--- src/hw/rtl/mss_pkg.sv ---
package mss_pkg;

	// Fixed field widths
	localparam int SAMPLE_W = 12;
	localparam int LIMIT_W = 12;
	localparam int TICKREG_W = 16;
	localparam int CFG_IDX_W = 3;
	localparam int CFG_DATA_W = 16;

	// Request kinds
	localparam logic REQ_START = 1'b0;
	localparam logic REQ_TICK = 1'b1;

	// Configuration register indexes
	localparam logic [CFG_IDX_W-1:0] CFG_STALL_THR = 3'd0;
	localparam logic [CFG_IDX_W-1:0] CFG_OVER_LIM = 3'd1;
	localparam logic [CFG_IDX_W-1:0] CFG_RUN_LIM = 3'd2;
	localparam logic [CFG_IDX_W-1:0] CFG_BLANK = 3'd3;
	localparam logic [CFG_IDX_W-1:0] CFG_BACKOFF = 3'd4;

	// Reset values of the configuration registers
	localparam logic [LIMIT_W-1:0] RST_STALL_THR = 12'd1200;
	localparam logic [LIMIT_W-1:0] RST_OVER_LIM = 12'd1600;
	localparam logic [TICKREG_W-1:0] RST_RUN_LIM = 16'd9000;
	localparam logic [TICKREG_W-1:0] RST_BLANK = 16'd350;
	localparam logic [TICKREG_W-1:0] RST_BACKOFF = 16'd150;

	typedef enum logic [1:0] {
		PH_IDLE = 2'd0,
		PH_RUN = 2'd1,
		PH_BACKOFF = 2'd2
	} phase_t;

	typedef enum logic [1:0] {
		DRV_FWD = 2'd0,
		DRV_REV = 2'd1,
		DRV_STBY = 2'd2,
		DRV_BRAKE = 2'd3
	} drive_t;

	typedef enum logic [1:0] {
		CAUSE_NONE = 2'd0,
		CAUSE_TIMEOUT = 2'd1,
		CAUSE_STALL = 2'd2,
		CAUSE_OVER = 2'd3
	} cause_t;

	typedef struct packed {
		logic [LIMIT_W-1:0] stall_threshold;
		logic [LIMIT_W-1:0] overcurrent_limit;
		logic [TICKREG_W-1:0] run_limit_ticks;
		logic [TICKREG_W-1:0] blank_ticks;
		logic [TICKREG_W-1:0] backoff_ticks;
	} cfg_t;

	typedef struct packed {
		logic req_type;
		logic [1:0] action;
		logic [SAMPLE_W-1:0] current_sample;
	} req_t;

	typedef struct packed {
		logic pin_one;
		logic pin_two;
		logic busy_res;
		logic finished;
		logic [1:0] stop_cause;
	} res_t;

endpackage

--- src/hw/rtl/mss_req_if.sv ---
interface mss_req_if;
	import mss_pkg::*;

	logic valid;
	logic ready;
	logic req_type;
	logic [1:0] action;
	logic [SAMPLE_W-1:0] current_sample;

	modport source (output valid, req_type, action, current_sample, input ready);
	modport sink (input valid, req_type, action, current_sample, output ready);
endinterface

--- src/hw/rtl/mss_res_if.sv ---
interface mss_res_if;
	logic valid;
	logic ready;
	logic pin_one;
	logic pin_two;
	logic busy_res;
	logic finished;
	logic [1:0] stop_cause;

	modport source (output valid, pin_one, pin_two, busy_res, finished, stop_cause,
		input ready);
	modport sink (input valid, pin_one, pin_two, busy_res, finished, stop_cause,
		output ready);
endinterface

--- src/hw/rtl/mss_cfg_regs.sv ---
module mss_cfg_regs (
	input logic clk,
	input logic arst_n,
	input logic cfg_we,
	input logic [mss_pkg::CFG_IDX_W-1:0] cfg_idx,
	input logic [mss_pkg::CFG_DATA_W-1:0] cfg_wdata,
	output mss_pkg::cfg_t cfg
);
	import mss_pkg::*;

	cfg_t cfg_q;

	// Register file; writes to unused indexes fall through
	always_ff @(posedge clk or negedge arst_n) begin
		if (!arst_n) begin
			cfg_q.stall_threshold <= RST_STALL_THR;
			cfg_q.overcurrent_limit <= RST_OVER_LIM;
			cfg_q.run_limit_ticks <= RST_RUN_LIM;
			cfg_q.blank_ticks <= RST_BLANK;
			cfg_q.backoff_ticks <= RST_BACKOFF;
		end else if (cfg_we) begin
			case (cfg_idx)
				CFG_STALL_THR: cfg_q.stall_threshold <= cfg_wdata[LIMIT_W-1:0];
				CFG_OVER_LIM: cfg_q.overcurrent_limit <= cfg_wdata[LIMIT_W-1:0];
				CFG_RUN_LIM: cfg_q.run_limit_ticks <= cfg_wdata[TICKREG_W-1:0];
				CFG_BLANK: cfg_q.blank_ticks <= cfg_wdata[TICKREG_W-1:0];
				CFG_BACKOFF: cfg_q.backoff_ticks <= cfg_wdata[TICKREG_W-1:0];
				default: ;
			endcase
		end
	end

	assign cfg = cfg_q;
endmodule

--- src/hw/rtl/mss_seq_core.sv ---
module mss_seq_core #(
	parameter int SAMPLE_BITS = 12,
	parameter int TICK_COUNTER_BITS = 16
) (
	input logic clk,
	input logic arst_n,
	input logic advance,
	input mss_pkg::req_t req_s1,
	input mss_pkg::cfg_t cfg,
	output mss_pkg::res_t res_nxt
);
	import mss_pkg::*;

	localparam int TW = TICK_COUNTER_BITS;
	localparam int CW = (TW > TICKREG_W) ? TW : TICKREG_W;
	localparam logic [SAMPLE_W-1:0] SMASK = (SAMPLE_BITS >= SAMPLE_W) ? {SAMPLE_W{1'b1}} :
		SAMPLE_W'((64'd1 << SAMPLE_BITS) - 64'd1);

	phase_t phase_q, phase_n;
	drive_t drive_q, drive_n;
	drive_t act_q, act_n;
	cause_t cause_q, cause_n, hit;
	logic [TW-1:0] run_q, run_n, run_inc;
	logic [TW-1:0] bo_q, bo_n, bo_inc;
	logic [SAMPLE_W-1:0] sample;
	logic over_hit, stall_hit, fin;

	// Saturating tick counters and limit compares
	assign sample = req_s1.current_sample & SMASK;
	assign run_inc = (run_q == {TW{1'b1}}) ? run_q : run_q + 1'b1;
	assign bo_inc = (bo_q == {TW{1'b1}}) ? bo_q : bo_q + 1'b1;
	assign over_hit = sample > (cfg.overcurrent_limit & SMASK);
	assign stall_hit = (CW'(run_q) >= CW'(cfg.blank_ticks)) &&
		(sample >= (cfg.stall_threshold & SMASK));

	// Next state for the request in the input register
	always_comb begin
		phase_n = phase_q;
		drive_n = drive_q;
		act_n = act_q;
		cause_n = cause_q;
		run_n = run_q;
		bo_n = bo_q;
		fin = 1'b0;
		hit = CAUSE_NONE;
		if (req_s1.req_type == REQ_START) begin
			if (phase_q == PH_IDLE) begin
				act_n = drive_t'(req_s1.action);
				drive_n = drive_t'(req_s1.action);
				run_n = '0;
				bo_n = '0;
				cause_n = CAUSE_NONE;
				phase_n = PH_RUN;
			end
		end else begin
			case (phase_q)
				PH_RUN: begin
					if (over_hit) begin
						hit = CAUSE_OVER;
					end else if (stall_hit) begin
						hit = CAUSE_STALL;
					end else begin
						run_n = run_inc;
						if (CW'(run_inc) >= CW'(cfg.run_limit_ticks))
							hit = CAUSE_TIMEOUT;
					end
					if (hit != CAUSE_NONE) begin
						cause_n = hit;
						if (hit == CAUSE_OVER)
							drive_n = DRV_BRAKE;
						// reversal swallows the momentary brake
						if (act_q == DRV_FWD)
							drive_n = DRV_REV;
						else if (act_q == DRV_REV)
							drive_n = DRV_FWD;
						bo_n = '0;
						if (cfg.backoff_ticks == '0) begin
							drive_n = DRV_STBY;
							phase_n = PH_IDLE;
							fin = 1'b1;
						end else begin
							phase_n = PH_BACKOFF;
						end
					end
				end
				PH_BACKOFF: begin
					bo_n = bo_inc;
					if (CW'(bo_inc) >= CW'(cfg.backoff_ticks)) begin
						drive_n = DRV_STBY;
						phase_n = PH_IDLE;
						fin = 1'b1;
					end
				end
				default: phase_n = PH_IDLE;
			endcase
		end
	end

	// Result fields as seen after this request
	always_comb begin
		res_nxt.pin_one = (drive_n == DRV_REV) || (drive_n == DRV_BRAKE);
		res_nxt.pin_two = (drive_n == DRV_FWD) || (drive_n == DRV_BRAKE);
		res_nxt.busy_res = (phase_n == PH_RUN) || (phase_n == PH_BACKOFF);
		res_nxt.finished = fin;
		res_nxt.stop_cause = cause_n;
	end

	// Sequencer state
	always_ff @(posedge clk or negedge arst_n) begin
		if (!arst_n) begin
			phase_q <= PH_IDLE;
			drive_q <= DRV_STBY;
			act_q <= DRV_FWD;
			cause_q <= CAUSE_NONE;
			run_q <= '0;
			bo_q <= '0;
		end else if (advance) begin
			phase_q <= phase_n;
			drive_q <= drive_n;
			act_q <= act_n;
			cause_q <= cause_n;
			run_q <= run_n;
			bo_q <= bo_n;
		end
	end

	a_fin_to_idle: assert property (@(posedge clk) disable iff (!arst_n)
		advance && fin |=> phase_q == PH_IDLE)
		else $error("finished without returning to idle");
	a_run_no_cause: assert property (@(posedge clk) disable iff (!arst_n)
		phase_q == PH_RUN |-> cause_q == CAUSE_NONE)
		else $error("stop cause set while still running");
	a_idle_standby: assert property (@(posedge clk) disable iff (!arst_n)
		phase_q == PH_IDLE |-> drive_q == DRV_STBY)
		else $error("bridge driven while idle");
	a_backoff_reverse: assert property (@(posedge clk) disable iff (!arst_n)
		phase_q == PH_BACKOFF && (act_q == DRV_FWD || act_q == DRV_REV)
		|-> drive_q != act_q && drive_q != DRV_BRAKE && drive_q != DRV_STBY)
		else $error("backoff of a direction run not driving opposite way");
endmodule

--- src/hw/rtl/motor_stall_stop_sequencer.sv ---
// H-bridge run sequencer with stall and overcurrent cutoff. A start request picks
// forward, reverse, standby or brake; each tick request carries one 1 ms current
// sample and yields one result with the pin pair, busy flag, a finished pulse and
// the stop cause. One request is taken every clock cycle while the result register is
// free or being read; its result passes the input register, then the result register.
// The rate is set by the state update, whose compares and saturating counters feed
// straight back for the next request. The user must write configuration through
// cfg_we/cfg_idx/cfg_wdata while no request is in flight; the block does not enforce it.
module motor_stall_stop_sequencer #(
	parameter int SAMPLE_BITS = 12,
	parameter int TICK_COUNTER_BITS = 16
) (
	input logic clk,
	input logic arst_n,
	input logic cfg_we,
	input logic [mss_pkg::CFG_IDX_W-1:0] cfg_idx,
	input logic [mss_pkg::CFG_DATA_W-1:0] cfg_wdata,
	mss_req_if.sink req,
	mss_res_if.source res
);
	import mss_pkg::*;

	cfg_t cfg;
	req_t req_s1;
	res_t res_nxt, res_s2;
	logic s1_valid_q, s2_valid_q;
	logic advance;

	mss_cfg_regs u_cfg (
		.clk(clk),
		.arst_n(arst_n),
		.cfg_we(cfg_we),
		.cfg_idx(cfg_idx),
		.cfg_wdata(cfg_wdata),
		.cfg(cfg)
	);

	mss_seq_core #(
		.SAMPLE_BITS(SAMPLE_BITS),
		.TICK_COUNTER_BITS(TICK_COUNTER_BITS)
	) u_core (
		.clk(clk),
		.arst_n(arst_n),
		.advance(advance),
		.req_s1(req_s1),
		.cfg(cfg),
		.res_nxt(res_nxt)
	);

	// Handshake: the input stage moves on when the result register is free or being read
	assign advance = s1_valid_q && (!s2_valid_q || res.ready);
	assign req.ready = !s1_valid_q || advance;

	// Valid flags
	always_ff @(posedge clk or negedge arst_n) begin
		if (!arst_n) begin
			s1_valid_q <= 1'b0;
			s2_valid_q <= 1'b0;
		end else begin
			if (req.ready)
				s1_valid_q <= req.valid;
			if (advance)
				s2_valid_q <= 1'b1;
			else if (res.ready)
				s2_valid_q <= 1'b0;
		end
	end

	// Payload registers
	always_ff @(posedge clk) begin
		if (req.valid && req.ready) begin
			req_s1.req_type <= req.req_type;
			req_s1.action <= req.action;
			req_s1.current_sample <= req.current_sample;
		end
		if (advance)
			res_s2 <= res_nxt;
	end

	assign res.valid = s2_valid_q;
	assign res.pin_one = res_s2.pin_one;
	assign res.pin_two = res_s2.pin_two;
	assign res.busy_res = res_s2.busy_res;
	assign res.finished = res_s2.finished;
	assign res.stop_cause = res_s2.stop_cause;
endmodule

--- src/flat_wrapper.sv ---
// flat-port wrapper written by rule: the top's interface ports become plain ports
module motor_stall_stop_sequencer_flat import mss_pkg::*;
#(
	parameter int SAMPLE_BITS = 12,
	parameter int TICK_COUNTER_BITS = 16
)
  (clk, arst_n, cfg_we, cfg_idx, cfg_wdata, req_valid, req_req_type, req_action, req_current_sample, req_ready, res_valid, res_pin_one, res_pin_two, res_busy_res, res_finished, res_stop_cause, res_ready);
  mss_req_if req_i ();
  mss_res_if res_i ();
  input logic clk;
  input logic arst_n;
  input logic cfg_we;
  input logic [mss_pkg::CFG_IDX_W-1:0] cfg_idx;
  input logic [mss_pkg::CFG_DATA_W-1:0] cfg_wdata;
  input wire logic [$bits(req_i.valid)-1:0] req_valid;
  input wire logic [$bits(req_i.req_type)-1:0] req_req_type;
  input wire logic [$bits(req_i.action)-1:0] req_action;
  input wire logic [$bits(req_i.current_sample)-1:0] req_current_sample;
  output wire logic [$bits(req_i.ready)-1:0] req_ready;
  output wire logic [$bits(res_i.valid)-1:0] res_valid;
  output wire logic [$bits(res_i.pin_one)-1:0] res_pin_one;
  output wire logic [$bits(res_i.pin_two)-1:0] res_pin_two;
  output wire logic [$bits(res_i.busy_res)-1:0] res_busy_res;
  output wire logic [$bits(res_i.finished)-1:0] res_finished;
  output wire logic [$bits(res_i.stop_cause)-1:0] res_stop_cause;
  input wire logic [$bits(res_i.ready)-1:0] res_ready;
  assign req_i.valid = req_valid;
  assign req_i.req_type = req_req_type;
  assign req_i.action = req_action;
  assign req_i.current_sample = req_current_sample;
  assign req_ready = req_i.ready;
  assign res_valid = res_i.valid;
  assign res_pin_one = res_i.pin_one;
  assign res_pin_two = res_i.pin_two;
  assign res_busy_res = res_i.busy_res;
  assign res_finished = res_i.finished;
  assign res_stop_cause = res_i.stop_cause;
  assign res_i.ready = res_ready;
  motor_stall_stop_sequencer #(.SAMPLE_BITS(SAMPLE_BITS), .TICK_COUNTER_BITS(TICK_COUNTER_BITS)) u_core (.clk(clk), .arst_n(arst_n), .cfg_we(cfg_we), .cfg_idx(cfg_idx), .cfg_wdata(cfg_wdata), .req(req_i), .res(res_i));
endmodule
--- config.mk ---
export PLATFORM = sky130hd
export DESIGN_NAME = motor_stall_stop_sequencer_flat
export DESIGN_NICKNAME = d
export VERILOG_FILES = /design/src/hw/rtl/mss_pkg.sv /design/src/hw/rtl/mss_req_if.sv /design/src/hw/rtl/mss_res_if.sv /design/src/hw/rtl/mss_cfg_regs.sv /design/src/hw/rtl/mss_seq_core.sv /design/src/hw/rtl/motor_stall_stop_sequencer.sv /design/src/flat_wrapper.sv
export SDC_FILE = /design/constraint.sdc
export NUM_CORES = 1
export LEC_CHECK = 0
export ABC_AREA = 1
export BUFFER_PORTS_ARGS = -buffer_cell sky130_fd_sc_hd__buf_4
export CAP_MARGIN = 20
export CORE_UTILIZATION = 25
export CTS_BUF_LIST = sky130_fd_sc_hd__clkbuf_4 sky130_fd_sc_hd__clkbuf_8
export DETAILED_ROUTE_END_ITERATION = 12
export GPL_TIMING_DRIVEN = 0
export HOLD_SLACK_MARGIN = 0.1
export PLACE_DENSITY_LB_ADDON = 0.08
export SYNTH_ARGS = -nofsm -noshare
export SYNTH_HDL_FRONTEND = slang
export SYNTH_SLANG_ARGS = --single-unit
--- constraint.sdc ---
create_clock -name clk -period 3.2 [get_ports clk]
set_clock_uncertainty 0.1 [all_clocks]
set_input_delay 0.48 -clock clk [delete_from_list [all_inputs] [get_ports clk]]
set_output_delay 0.48 -clock clk [all_outputs]
set_load 0.02 [all_outputs]
After elaboration in Yosys (flattened, before gate mapping)

Cells that the tools add are included.

Bits in registers: 135
Input bits: 39
Output and inout port bits: 8
Word-level logic and storage cells: 114

Add/subtract/negate cells: 2
Order comparisons: 5
Equality and inequality tests: 19
Mux-type cells: 40
Bitwise gates (word level): 1
Reductions and logical operators: 26

Operators by type and width:

| cell                    | count |
|---|---|
| $mux W16                | 9 |
| $ge A16 B16 Y1          | 3 |
| $mux W2                 | 21 |
| $add A16 B1 Y16 const B | 2 |
| $eq A16 B16 Y1 const B  | 2 |
| $pmux W16 S2            | 1 |
| $logic_not A16 Y1       | 1 |
| $ge A12 B12 Y1          | 1 |
| $gt A12 B12 Y1          | 1 |
| $reduce_and A2 Y1       | 5 |
| $eq A2 B1 Y1 const B    | 4 |
| $eq A2 B2 Y1 const B    | 4 |
| $pmux W2 S2             | 2 |
| $eq A3 B2 Y1 const B    | 2 |
| $logic_not A2 Y1        | 3 |
| $mux W1                 | 6 |
| $reduce_bool A2 Y1      | 3 |
| $logic_or A1 B1 Y1      | 5 |
| $reduce_and A5 Y1       | 1 |
| $ne A2 B2 Y1 const B    | 2 |
| $reduce_and A4 Y1       | 1 |
| $eq A3 B1 Y1 const B    | 1 |
| $eq A3 B3 Y1 const B    | 1 |
| $logic_and A1 B1 Y1     | 3 |
| other kinds (8)         | 9 |

Depth between registers and ports, before layout

Word-level depth: 18
Depth in mapped cells: 26
Gate-level depth less buffers: 26

Cells and area by module

Synthesis repeated with hierarchy kept, for this count alone.

Cell total of the unflattened synthesis: 1058
Area, all modules: 8421.8 sq um

Modules (own cells, without submodules):

| module                     | instances | cells each | area an instance (sq um) | sequential area each (sq um) |
|---|---|---|---|---|
| mss_seq_core               | 1         | 702        | 4777.1                   | 1002.2 |
| mss_cfg_regs               | 1         | 323        | 2919.0                   | 1829.3 |
| motor_stall_stop_sequencer | 1         | 33         | 725.7                    | 680.7 |

Worst setup path after synthesis

Ideal clock, no wire load.

Path type: register to register
From: reg u_core.u_core.run_q[0]
To: reg u_core.u_core.bo_q[10]
Setup time: 0.123 ns
Arrival: 3.013 ns
Data required time: 2.977 ns
Slack: -0.037 ns
Cell stages (with the launch flop): 25
Path buffers: 1
Clock period less this slack: 3.237 ns
Cells stage by stage: dfrtp_1 -> ha_1 -> nand4_2 -> or2_4 -> nor3_4 -> nand2_2 -> nand2_2 -> nor2_1 -> xor2_1 -> ha_1 -> nand2_1 -> nor2_1 -> nor2_1 -> nand2_1 -> nand2_1 -> nand2_1 -> nor2_2 -> nand3_2 -> nand2_2 -> nand2_2 -> nand2_4 -> inv_2 -> buf_4 -> nand3_1 -> o21ai_1

Longest elaborated chain between the ends: 11
Elaborated cells on any way between the ends: 14
Classes of those cells: 1 x add/sub; 2 x order compare; 2 x eq/ne; 6 x mux; 3 x reduce/logical

RTL lines:

| element                                           | line                | text |
|---|---|---|
| start: declaration                                | mss_seq_core.sv:23  | `logic [TW-1:0] run_q, run_n, run_inc;` |
| start signal: assignment                          | mss_seq_core.sv:122 | `run_q <= run_n;` |
| $add A16 B1 Y16 or $eq A16 B16 Y1 (tied branches) | mss_seq_core.sv:30  | `assign run_inc = (run_q == {TW{1'b1}}) ? run_q : run_q + 1'b1;` |
| $mux W16                                          | mss_seq_core.sv:30  |  |
| $ge A16 B16 Y1                                    | mss_seq_core.sv:64  | `if (CW'(run_inc) >= CW'(cfg.run_limit_ticks))` |
| $mux W1                                           | mss_seq_core.sv:64  |  |
| $mux W2 (*)                                       | mss_seq_core.sv:60  | `end else if (stall_hit) begin` |
| $mux W2 (*)                                       | mss_seq_core.sv:58  | `if (over_hit) begin` |
| $mux W2 (*)                                       | mss_seq_core.sv:56  | `case (phase_q)` |
| $mux W2 (*)                                       | mss_seq_core.sv:46  | `if (req_s1.req_type == REQ_START) begin` |
| $reduce_bool A2 Y1 (*)                            | mss_seq_core.sv:67  | `if (hit != CAUSE_NONE) begin` |
| $ne A3 B3 Y1 (no line) (*)                        | --                  |  |
| $reduce_and A4 Y1 (no line) (*)                   | --                  |  |
| end signal: assignment                            | mss_seq_core.sv:123 | `bo_q <= bo_n;` |
| end: declaration                                  | mss_seq_core.sv:24  | `logic [TW-1:0] bo_q, bo_n, bo_inc;` |

Mark *: on every way between the ends. The rest lies on a longest branch, timed or not. The select of a mux whose other input is x is not followed.
A chain may end at the register's enable or synchronous reset.

Final worst setup path

From: reg u_core.u_core.run_q[3]
To: reg u_core.u_core.bo_q[11]

The elaborated chain is that of the path after synthesis.

==> results.cfg <==
[run_status]
status = finished with violations
violations = setup timing

[route]
vias = 6589
firstDrtPassIters = 5
avgRoutedWirePerCell_um = 15.2
drtIter0Drc = 261
drc_errors = 0
drt_wl_total_um = 22900
via_per_inst = 4.38
ant_nets = 0

[cells_and_area]
n_fill_cell = 3308
area_delta_synth_final_pct = 28.5
antenna_cells = 0
design_area_um2 = 10200
finish.utilization_pct = 33.0
layout-drive-gt1-share_pct = 21.1
fin_cells = 1505
finalNetCount = 1212

[worst_setup_path]
cp_max_fo = 7
cp.arrival_ns = 3.79
rr_worst_depth = 25
worstPathRequired_ns = 3.44
cp-end-kind = flip-flop
worstSetupPathType = reg2reg
startpoint_type = flip-flop

[pwr]
combPwrFrac_pct = 30.4
power.density_nw_per_um2 = 565
p_switching_mw = 1.94
switching_share_pct = 33.6
p_clk_share_pct = 30.6
p_leak_nw = 4.93
p_int_mw = 3.83
peakVddDrop_uv = 276
p_seq_share_pct = 39.0

[global_route]
grt_pass1_wl_um = 37500
grt_max_degree = 72
antenna_found_initial = 0
grt_pass1_vias = 6868
grtUsageTotal_pct = 15.0
overflow = 0

[timing]
worst_slack_ns = -0.351
hold_viol = 0
finalSetupViolCount = 28
fin_crit_sh_pct = 111
holdWs_ns = 0.148
rsz0062_at_grt = true
period_minus_slack_ns = 3.55
max_freq_mhz = 282
slew_headroom_pct = 52.5
tightest_slew_ns = 0.713
report.final.slew_viol_count = 0

[floorplanning]
coreArea_um2 = 30900
die_h_um = 180
rows = 64
die_area_um2 = 32500
io_pins = 47
die_w_um = 180
start_util_pct = 25.7

[min_path]
worstHoldPathCells = 3
hp-class = in2reg

[clock_network]
cts_buffer_depth = 2
path_clk_slew_ns = 0.10
htreeDepth = 4
clock_sinks = 135
root_buffer = clkbuf_8
worstSkewPairLatency_ns = 0.45
cts_tree = built
cts_made_buffers = 17

[logic_synthesis]
synthArstFlopShare_pct = 84.4
synthCells = 974
ys_ff_latch = 135
synth.avg_cell_area_um2 = 8.15
ys_types = 45
synth_seq_area_share_pct = 44.2
syn-num-nets = 1090
synthTopCellsByArea = dfrtp_1 29%, ha_1 12%, nand2_1 11%
synth_area_um2 = 7940
synth_top_area_cell = dfrtp_1
ys_warn_count = 0
synth-edff-count = 21
ys.flop_type = dfrtp_1
synth_top_area_share_pct = 28.7

[flow_run]
maxCapViolCount = 0

[placed_design]
port_buffers = 46
pre_cts_ws_ns = -0.789
dpl.hpwl_um = 16900
place_area_um2 = 8830
placedCellCount = 1417
gp_congestion = 0.791
what timing repair did:
action / 4_1_cts / 5_1_grt
endpoints found under the hold margin: 50 / 0
pin swaps: 23 / 14
resized for setup: 72 / 39
gates cloned: 3 / 0
endpoints found under the setup margin: 28 / 44
setup buffers: 32 / 6
hold buffers: 16 / 0
placed cells by master, fill, tap and decap left out, types with 6 or more instances in the layout:
master         Yosys  layout
o21ai_2            0       9
nand2_2            5      13
inv_1            156     153
dlygate4sd3_1      0      16
bufinv_16          0       6
ha_1              77      75
buf_4              3      78
nand4_1           15      15
nand3_1           51      38
clkbuf_1          16      16
a21oi_1           43      38
o21ai_0          104      92
dfrtp_1           91      86
nand2_1          234     221
nor2_1            48      42
nand3_2            1      13
xor2_1            15      13
dfstp_2           23      23
edfxtp_1          21      21
clkbuf_8           0      18
a21oi_2            1       6
o21ai_1           14      17
logic make-up (layout without fill, tap and decap cells):
kind of cell / after synthesis / after routing / synth area share (%)
muxes: 3 / 3 / 0.410
buffers and inverters: 184 / 319 / 8.89
xor gates and xnor gates: 18 / 18 / 2.08
DFF: 135 / 135 / 44.2
adders and majority gates: 77 / 77 / 12.1
AOI/OAI and AO/OA: 180 / 180 / 11.9
and+or+nand+nor: 377 / 377 / 20.4
area by class of cell:
| cell class | count | area (µm²) | share of cell area (%) |
|---|---|---|---|
| clock inverter | 12 | 223 | 2.18 |
| tap | 396 | 495 | 4.86 |
| timing repair buffer | 103 | 900 | 8.82 |
| clock buffer | 20 | 263 | 2.58 |
| sequential | 135 | 3520 | 34.5 |
| buffer | 24 | 123 | 1.20 |
| inverter | 160 | 611 | 5.99 |
| multi-input combinational | 655 | 4070 | 39.9 |
power by group through the flow:
| stage | logic [mW] | registers (mW) | clock network, mW |
|---|---|---|---|
| after floorplan | 1.03 | 2.26 | 0 |
| after global placement | 1.47 | 2.30 | 0 |
| after detailed placement | 1.48 | 2.30 | 0 |
| after CTS | 1.73 | 2.25 | 1.84 |
| after global routing | 2.03 | 2.29 | 1.91 |
| final | 1.75 | 2.25 | 1.76 |
path summary, 6_finish.rpt:
kind	startpoint	end	slack [ns]
worst min register to register	u_core.u_cfg.cfg[9]	u_core.u_cfg.cfg[9]	0.38
worst min-delay path	req_valid	u_core.s1_valid_q	0.15
worst max-delay path	u_core.u_core.run_q[3]	u_core.u_core.bo_q[11]	-0.35
max in group asynchronous	arst_n	u_core.u_cfg.cfg[45]	1.78
min in group asynchronous	arst_n	u_core.u_cfg.cfg[52]	0.43
worst max register to register	u_core.u_core.run_q[3]	u_core.u_core.bo_q[11]	-0.35
state kept, by name, summed over array words and instances, names as in the netlist, 2 cells and up, named ones only:
register / flops
u_core.req_s1: 15
u_core.res.stop_cause: 2
u_core.u_cfg.cfg: 72
u_core.u_core.act_q: 2
u_core.u_core.bo_q: 16
u_core.u_core.cause_q: 2
u_core.u_core.phase_q: 2
u_core.u_core.run_q: 16
critical path: stages (launching register included):
cell and delay, ns:
dfrtp_2 0.40, nand4_1 0.14, inv_2 0.11, nand4_4 0.08
or2_4 0.28, nor3_4 0.15, nand2_2 0.13, nand2_4 0.12
nor2_4 0.04, xor2_2 0.16, ha_1 0.31, nand2_1 0.09
nor2_1 0.05, nor2_1 0.08, nand2_1 0.06, nand2_1 0.07
nand2_2 0.07, nor2_4 0.20, nand3_4 0.15, nand2_4 0.12
nand2_4 0.08, nand2_8 0.10, inv_8 0.06, buf_8 0.13
nand3_1 0.06, o21ai_1 0.08
cells in the mapped netlist, drive strengths merged, types with 2 or more instances:
cell type	count
nor2	49
dfstp	23
nand3b	3
nand2	240
a31oi	3
nor3	11
o21a	2
inv	159
clkbuf	16
o21ai	118
nand3	52
ha	77
o31ai	2
edfxtp	21
nand4	16
nor4	4
xnor2	2
dfrtp	91
mux2	2
o22ai	4
xor2	16
a21o	3
buf	8
a21oi	44
metal layers:
layer	share of wire, %	global-route usage, %
met5	0	0
met4	0.92	3.69
met3	2.8	2.81
met2	46	24.2
met1	51	20.6
per-stage QoR:
step / power, mW / setup TNS, ns
finish: 5.77 / -7.05
global route: 6.23 / -14.80
CTS: 5.82 / -8.02
detailed placement: 3.78 / -17.29
global placement: 3.77 / -18.16
floorplan: 3.29 / -0.000146
No activity file was read; power rests on OpenSTA's default activity.
